File: src/rtl/stm_pkg.sv
package stm_pkg;

	localparam int ScreenWidth = 320;
	localparam int TileBits    = 6;
	localparam int TileIdxW    = 2 * TileBits;
	localparam int TileDepth   = 1 << TileIdxW;
	localparam int MapIdxW     = 8;
	localparam int MapDepth    = 1 << MapIdxW;
	localparam int AddrW       = 17;
	localparam int TopMargin   = 20;
	localparam int RowSumW     = 9;
	localparam int BaseW       = RowSumW + $clog2(ScreenWidth) + 1;
	localparam int FracBits    = 16;
	localparam int QDepth      = 4;
	localparam int QPtrW       = $clog2(QDepth);

	typedef enum logic [1:0] {
		REQ_TILE    = 2'd0,
		REQ_LIGHT   = 2'd1,
		REQ_PALETTE = 2'd2,
		REQ_DRAW    = 2'd3
	} req_t;

	typedef enum logic [1:0] {
		CFG_LOW_DETAIL = 2'd0,
		CFG_WINDOW_X   = 2'd1,
		CFG_WINDOW_Y   = 2'd2,
		CFG_UNUSED     = 2'd3
	} cfg_t;

	// one queued operation: table write, or a draw with its texel index and address
	typedef struct packed {
		req_t                kind;
		logic [TileIdxW-1:0] index;
		logic [31:0]         data;
		logic [AddrW-1:0]    addr;
		logic                wide;
	} op_t;

endpackage

File: src/rtl/stm_queue.sv
module stm_queue (
	input  logic         clk,
	input  logic         arst_n,
	input  logic         push,
	input  stm_pkg::op_t push_op,
	output logic         full,
	input  logic         pop,
	output logic         not_empty,
	output stm_pkg::op_t head_op
);
	import stm_pkg::*;

	op_t              entry_q [QDepth];
	logic [QPtrW-1:0] wr_ptr_q, rd_ptr_q;
	logic [QPtrW:0]   count_q;

	assign full      = (count_q == (QPtrW+1)'(QDepth));
	assign not_empty = (count_q != '0);
	assign head_op   = entry_q[rd_ptr_q];

	always_ff @(posedge clk) begin
		if (push) begin
			entry_q[wr_ptr_q] <= push_op;
		end
	end

	always_ff @(posedge clk or negedge arst_n) begin
		if (!arst_n) begin
			wr_ptr_q <= '0;
			rd_ptr_q <= '0;
			count_q  <= '0;
		end else begin
			if (push) begin
				wr_ptr_q <= wr_ptr_q + 1'b1;
			end
			if (pop) begin
				rd_ptr_q <= rd_ptr_q + 1'b1;
			end
			if (push && !pop) begin
				count_q <= count_q + 1'b1;
			end else if (pop && !push) begin
				count_q <= count_q - 1'b1;
			end
		end
	end
endmodule

File: config.mk
export PLATFORM = sky130hd
export DESIGN_NAME = stm_queue
export DESIGN_NICKNAME = d
export VERILOG_FILES = /design/src/rtl/stm_pkg.sv /design/src/rtl/stm_queue.sv
export SDC_FILE = /design/constraint.sdc
export NUM_CORES = 1
export LEC_CHECK = 0
export BUFFER_PORTS_ARGS = -buffer_cell sky130_fd_sc_hd__clkbuf_2
export CAP_MARGIN = 20
export CORE_ASPECT_RATIO = 1.4
export CORE_MARGIN = 3
export CORE_UTILIZATION = 40
export DETAILED_ROUTE_END_ITERATION = 12
export PLACE_DENSITY_LB_ADDON = 0.15
export SYNTH_ARGS = -nofsm -noshare
export SYNTH_HDL_FRONTEND = slang
export SYNTH_SLANG_ARGS = --single-unit
File: constraint.sdc
create_clock -name clk -period 5.75 [get_ports clk]
set_input_delay 0.575 -clock clk [delete_from_list [all_inputs] [get_ports clk]]
set_output_delay 0.575 -clock clk [all_outputs]
set_load 0.03 [all_outputs]
==> results.ini, run 1 <==
[critical_path]
startpoint = rd_ptr_q[0]
worstSetupPathType = register to output pin
r2r_end = entry_q[2][5]
ff2ff_path_depth = 3
crit_required_ns = 5.18
startpoint_type = register
r2r-start = wr_ptr_q[0]
r2r_setup_slack_ns = 3.83
critPathArrivalTime_ns = 2.54
crit_path_end_kind = output pin
critPathMaxFanout = 24

[clocking]
cts_setup_buffers = 0
cts.reportedPaths.clkPinSlew_ns = 0.06
cts_buffer_depth = 3
cts_tree = done
clock_latency_ns = 0.51
ctsHoldBuffers = 1
cts_resized = 0
h-tree-depth = 1
clock-sinks = 263
cts_inserted_buffers = 26
cts_root_buf = clkbuf_16

[synthesis]
syn_area_sq_um = 9630
ys_async_sr_fraction = 0.0266
syn_inst = 368
yosysTopAreaCell = edfxtp_1
synth.most_common_cell = edfxtp_1
syn_nets = 442
synth-main-ff-cell = edfxtp_1
syn_area_per_cell_sq_um = 26.2
yosysWarnings = 0
synth_cell_types = 19
synthTopCellsByArea = edfxtp_1 (80%), mux4_2 (15%), dfrtp_1 (1.8%)
synth_seq_area_share = 0.817
yosys.area.top_type_share = 0.799
ys_seq_elements = 263
synth_top_cells_by_count = edfxtp_1 (256), mux4_2 (64), dfrtp_1 (7)
synth-edff-count = 256

[place]
numPortBuffers = 133
place_area_sq_um = 10600
place_ws_ns = 2.66
place_hpwl_um = 9690
place_congestion = 0.663

[timing]
rsz0062_at_grt = no
fmax_mhz = 321
hold_viol_final = 0
setup_viol = 0
finalMaxSlewViolations = 0
min_period_over_period = 0.541
fin_setup_tns_ns = 0
setup_ws_ns = 2.64
max_slew.worst_pin.slew_ns = 1.05
relSlewSlack = 0.301
fin_worst_skew_ns = 0.00574
min_period_ns = 3.11

[drt]
wl_met2_um = 9570
met3_length_um = 888
drtAntennaViolNets = 0
drt-total-wl_um = 17600
drtIter0Drc = 248
vias = 4234
met1_length_um = 6740
drtPass1Iterations = 4
highest_layer = met4
viasPerCell = 5.03
drc = 0
wl_per_cell_um = 20.9

[grt]
grt_max_degree = 66
grt_pass1_vias = 4824
track_usage = 0.140
grt_antenna_before_repair = 0
grt.overflow.total = 0
grt_pass1_wl_um = 27700

[min_path]
hold_depth = 1
whs_endpoint = entry_q[2][57]
hp-class = primary input to register
min_from = push_op[57]

[pwr]
p_leak_nw = 3.89
p_per_area_nw_per_um2 = 546
irDropWorstVdd_mv = 0.299

[die]
fp.coreArea_sq_um = 23500
die-area_sq_um = 26000
row_count = 66
die_x_um = 137
start_util = 0.410
die_h_um = 190
io_pins = 134

[final_layout]
drive_above_1_share = 0.440
fillers = 2008
n_antenna_cell = 0
final_area_sq_um = 11400
syn_to_final_growth_pct = 18.2
post-route-util = 0.485
fin_nets = 592

[run_status]
outcome = completed

[run]
maxCapViolCount = 0

==> flip-flops by register name (all words and copies together), names as in the netlist <==
name / cells
entry_q: 256
wr_ptr_q: 2
count_q: 3
rd_ptr_q: 2
==> cells in the final DEF, fill, tap and decap left out <==
cell,instances
clkbuf_1,5
mux4_2,64
mux2_2,1
edfxtp_1,256
dlygate4sd3_1,1
nand2_1,2
buf_12,1
nor3b_1,1
o21ai_0,1
fa_1,1
clkinv_1,11
clkbuf_2,133
xor2_1,4
xnor2_1,2
ha_1,5
clkbuf_16,27
nor2_1,1
and2_4,4
dfrtp_1,5
buf_4,1
or3_1,1
clkinv_2,3
inv_1,4
dfrtp_4,2
==> kinds of logic (layout without fill, tap and decap cells) <==
group	Yosys count	count (layout)	synth area share
adders and majority gates	6	6	0.00858
xor gates and xnor gates	6	6	0.00546
and+or+nand+nor	9	9	0.00520
buffers and inverters	18	186	0.0125
muxes	65	65	0.151
AOI/OAI and AO/OA	1	1	0.000519
DFF	263	263	0.817
==> power by group <==
part / switching [mW] / total, mW / internal, mW
Clock: 0.659 / 1.51 / 0.847
Combinational: 1.21 / 1.95 / 0.737
Sequential: 0.239 / 2.76 / 2.52
==> through the flow <==
| stage | instances | total power [mW] | hold slack [ns] |
|---|---|---|---|
| global placement | 794 | 4.77 | 0.418 |
| global route | 842 | 6.53 | 0.258 |
| finish | 842 | 6.21 | 0.271 |
| detailed placement | 794 | 4.80 | 0.430 |
| CTS | 841 | 6.32 | 0.253 |
| floorplan | 368 | 4.22 | 0.279 |
==> worst max-delay path: stages, from the launching register on <==
cell      delay [ns]
dfrtp_4         0.75
buf_4           0.46
mux4_2          0.58
clkbuf_2        0.21
==> metal layers <==
metal  vias up  global-route usage
met1      2233               0.169
met5         -                   0
met4         0              0.0403
met3        28              0.0267
li1       1874                   -
met2        99               0.253
==> layout make-up <==
class                   instances  area, sq um  share of cell area
multi-input cells              87         1650               0.145
clock inverters                14         56.3             0.00495
flip-flops and latches        263         7870               0.692
inverters                       4         15.0             0.00132
well taps                     306          383              0.0337
clock buffers                  32          694              0.0610
repair buffers                136          703              0.0618
==> how the worst max path moves through the flow <==
stage               endpoint
6_report          head_op[6]
3_5_place_dp     head_op[56]
3_3_place_gp      head_op[6]
4_1_cts          head_op[56]
2_1_floorplan  entry_q[2][0]
5_1_grt          head_op[56]
Power figures use the tool's default switching activity.
==> run 2: changes to the inputs <==
- clock period: 5.75 -> 3.1 ns (I/O delays scaled with it)
==> results.ini, run 2 (synthesis gave the netlist of run 1 again) <==
[timing]
hold_viol_final = 0
max_slew.worst_pin.slew_ns = 0.553
fin_setup_tns_ns = 0
min_period_over_period = 0.828
finalMaxSlewViolations = 0
setup_viol = 0
fin_worst_skew_ns = 0.00599
setup_ws_ns = 0.535
relSlewSlack = 0.631
rsz0062_at_grt = no
fmax_mhz = 390
min_period_ns = 2.57

[critical_path]
ff2ff_path_depth = 4
crit_slowest_cell = dfrtp_4
crit_path_end_kind = output pin
worstSetupPathType = register to output pin
worst-path-buf-inv = 2
startpoint_type = register
cp_top_family = flip-flops
crit_chain = buf_4 > mux4_2 > clkbuf_2
critPathMaxFanout = 14
crit_required_ns = 2.79
max_stage_delay_ns = 0.61
cp.depth = 3
critPathArrivalTime_ns = 2.26

[drt]
drtIter0Drc = 206
wl_per_cell_um = 20.4
wl_met2_um = 9480
drc = 0
viasPerCell = 4.98
highest_layer = met4
drtAntennaViolNets = 0
vias = 4343
drt-total-wl_um = 17800
drtPass1Iterations = 4
met3_length_um = 764
met1_length_um = 7150

[grt]
grt.overflow.total = 0
grt_pass1_wl_um = 27400
grt_antenna_before_repair = 0
grt_pass1_vias = 4729
grt_max_degree = 35
track_usage = 0.139

[pwr]
p_seq_frac = 0.425
internal-power_mw = 7.75
pwr-share-clk = 0.243
p_leak_nw = 4.06
switchingPower_mw = 3.93
irDropWorstVdd_mv = 0.556
power_mw = 11.7
p_sw_frac = 0.336
p_per_area_nw_per_um2 = 994
comb_power_share = 0.332

[die]
die-area_sq_um = 26000
start_util = 0.410
fp.coreArea_sq_um = 23500
die_x_um = 137
io_pins = 134
die_h_um = 190
row_count = 66

[place]
place_ws_ns = 1.00
place_congestion = 0.667
numPortBuffers = 133
place_hpwl_um = 10600

[clocking]
cts_tree = done
cts_buffer_depth = 3
cts_inserted_buffers = 25
clock_latency_ns = 0.51
cts_resized = 0
clock-sinks = 263
cts_root_buf = clkbuf_16
cts.reportedPaths.clkPinSlew_ns = 0.06
h-tree-depth = 1

[final_layout]
layout_commonest_cell = edfxtp_1
fillers = 1940
drive_above_1_share = 0.435
fin_nets = 624
top_regs = entry_q x256, count_q x3
syn_to_final_growth_pct = 22.0
n_antenna_cell = 0
mostFrequentLayoutCells = edfxtp_1 (256), clkbuf_2 (133), mux4_2 (64), dlygate4sd3_1 (26), clkbuf_16 (25)
top_register = entry_q
largest_reg_flops = 256

[run]
maxCapViolCount = 0

[run_status]
outcome = completed

[min_path]
hold_depth = 1
hp-class = primary input to register

-- run 2: cell types whose count changed in the layout (fill, tap and decap cells not counted), sizes merged --
cell | before | now
bufinv | 0 | 2
clkinv | 14 | 13
dlygate4sd3 | 1 | 26
clkbuf | 165 | 161
buf | 2 | 10
-- run 2: metrics by stage --
step                hold slack [ns]  cells  utilization  area, sq um
detailed placement            0.168    803        0.457        10700
global route                0.00761    872        0.501        11700
CTS                        0.000324    872        0.501        11700
global placement              0.166    803        0.457        10700
finish                       0.0231    872        0.501        11700
floorplan                    0.0144    368            -         9630
-- run 2: repair_timing --
item                      in CTS  in global routing
hold endpoints to repair      98                  0
setup buffers                  0                  0
hold buffers                  26                  0
-- run 2: path summary, 6_finish.rpt --
| check | startpoint | end | slack [ns] |
|---|---|---|---|
| min in group asynchronous | arst_n | wr_ptr_q[1] | 0.17 |
| worst max register to register | wr_ptr_q[0] | entry_q[0][11] | 1.32 |
| max in group asynchronous | arst_n | rd_ptr_q[1] | 2.73 |
| worst min-delay path | push_op[37] | entry_q[1][37] | 0.02 |
| worst max-delay path | rd_ptr_q[0] | head_op[5] | 0.53 |
| worst min register to register | count_q[2] | count_q[2] | 0.50 |
-- run 2: routing by layer --
metal  up-vias  global-route usage
met2        96               0.245
met5         -                   0
li1       1938                   -
met3        28              0.0222
met1      2281               0.177
met4         0              0.0399
-- run 2: power groups by stage --
stage	clock [mW]	combinational [mW]	sequential, mW
global route	3.06	4.16	5.04
finish	2.84	3.88	4.96
detailed placement	0	3.97	5.07
global placement	0	3.95	5.02
floorplan	0	2.96	4.87
CTS	2.92	4.01	4.99
-- run 2: area by class of cell --
cell class	count	area, sq um	area share
multi-input cells	87	1650	0.141
well taps	306	383	0.0326
clock inverters	15	119	0.0101
inverters	4	15.0	0.00128
flip-flops and latches	263	7870	0.670
repair buffers	169	1060	0.0906
clock buffers	28	637	0.0542
==> run 3: changes to the inputs <==
- clock period: 3.1 -> 2.51 ns (I/O delays scaled with it)
==> results.ini, run 3 (synthesis gave the netlist of run 1 again) <==
[min_path]
hold_depth = 2
hp-class = primary input to register

[critical_path]
r2r_end = entry_q[1][22]
crit_required_ns = 2.26
critPathArrivalTime_ns = 2.04
ff2ff_path_depth = 4
crit_chain = buf_12 > mux4_2 > clkbuf_2
r2r-start = wr_ptr_q[1]
startpoint = rd_ptr_q[0]
worstSetupPathType = register to output pin
crit_path_end_kind = output pin
r2r_setup_slack_ns = 0.79
crit_path_end = head_op[60]
max_stage_delay_ns = 0.55
critPathMaxFanout = 23
startpoint_type = register
crit_slowest_cell = mux4_2

[timing]
hold_viol_final = 0
fmax_mhz = 437
setup_viol = 0
fin_worst_skew_ns = 0.0174
finalMaxSlewViolations = 0
relSlewSlack = 0.670
rsz0062_at_grt = no
fin_setup_tns_ns = 0
max_slew.worst_pin.slew_ns = 0.495
fin_hold_ws_ns = 0.0679
setup_ws_ns = 0.221
min_period_over_period = 0.912
min_period_ns = 2.29

[clocking]
cts.reportedPaths.clkPinSlew_ns = 0.06
h-tree-depth = 1
cts_root_buf = clkbuf_16
clock-sinks = 263
cts_resized = 0
cts_tree = done
clock_latency_ns = 0.52
cts_inserted_buffers = 26
cts_buffer_depth = 3

[die]
io_pins = 134
die_h_um = 190
fp.coreArea_sq_um = 23500
die-area_sq_um = 26000
row_count = 66
start_util = 0.410
die_x_um = 137

[final_layout]
top_regs = entry_q x256, count_q x3
fin_nets = 674
fillers = 1929
drive_above_1_share = 0.418
layout_commonest_cell = edfxtp_1
mostFrequentLayoutCells = edfxtp_1 (256), clkbuf_2 (133), dlygate4sd3_1 (66), mux4_2 (64), clkbuf_16 (27)
syn_to_final_growth_pct = 27.3
largest_reg_flops = 256
top_register = entry_q

[place]
numPortBuffers = 133
place_congestion = 0.701
place_hpwl_um = 11100
place_ws_ns = 0.530

[run]
maxCapViolCount = 0

[drt]
vias = 4574
drtPass1Iterations = 4
drc = 0
wl_per_cell_um = 19.6
drtAntennaViolNets = 0
drt-total-wl_um = 18100
drtIter0Drc = 207
viasPerCell = 4.94

[grt]
grt_pass1_vias = 5044
grt_pass1_wl_um = 28100
grt_max_degree = 44
grt_antenna_before_repair = 2
grt.overflow.total = 0
track_usage = 0.141

[pwr]
p_leak_nw = 4.29
irDropWorstVdd_mv = 0.685
p_per_area_nw_per_um2 = 1190

[run_status]
outcome = completed

==> run 3: metal layers <==
| metal | vias up | global-route usage | wire length, um |
|---|---|---|---|
| met4 | 0 | 0.0399 | 340 |
| met1 | 2400 | 0.180 | 7360 |
| met2 | 106 | 0.248 | 9600 |
| met3 | 25 | 0.0238 | 800 |
| met5 | - | 0 | 0 |
| li1 | 2043 | - | - |
==> run 3: repair_timing <==
item / CTS / global route
hold buffers: 66 / 0
setup buffers: 4 / 0
hold endpoints to repair: 264 / 0
setup endpoints to repair: 3 / 0
==> run 3: critical path: cells and delay by family (launching register included) <==
family	cells	cell delay [ns]
mux	1	0.55
buf+inv	2	0.44
flops	1	0.51
==> run 3: cell type report <==
type	instances	area, sq um	share of cell area
tap	306	383	0.0312
inverter	4	15.0	0.00123
sequential	263	7870	0.642
clock inverter	14	70.1	0.00572
antenna	2	5.00	0.000408
multi-input combinational	87	1650	0.135
clock buffer	31	691	0.0564
timing repair buffer	218	1570	0.128
==> run 3: worst min-delay path by stage <==
stage / start / to / slack [ns]
after floorplan: arst_n / count_q[0] / -0.04
after global placement: arst_n / rd_ptr_q[0] / 0.10
after detailed placement: arst_n / rd_ptr_q[0] / 0.11
after CTS: push / wr_ptr_q[0] / 0.04
after global routing: push / wr_ptr_q[0] / 0.08
final: push / wr_ptr_q[0] / 0.07
==> run 3: metrics by stage <==
stage	util	power [mW]	cells	instance area [sq um]
after detailed placement	0.460	11.2	808	10800
final	0.523	14.6	925	12300
after CTS	0.522	14.9	923	12300
after global routing	0.523	15.3	925	12300
after floorplan	-	9.65	368	9630
after global placement	0.460	11.2	808	10800
==> run 3: power breakdown <==
| part | leakage, nW | switching, mW | internal (mW) |
|---|---|---|---|
| sequential | 2.43 | 0.261 | 5.75 |
| clock | 0.379 | 1.51 | 1.95 |
| combinational | 1.48 | 3.15 | 1.97 |
| total | 4.29 | 4.92 | 9.68 |
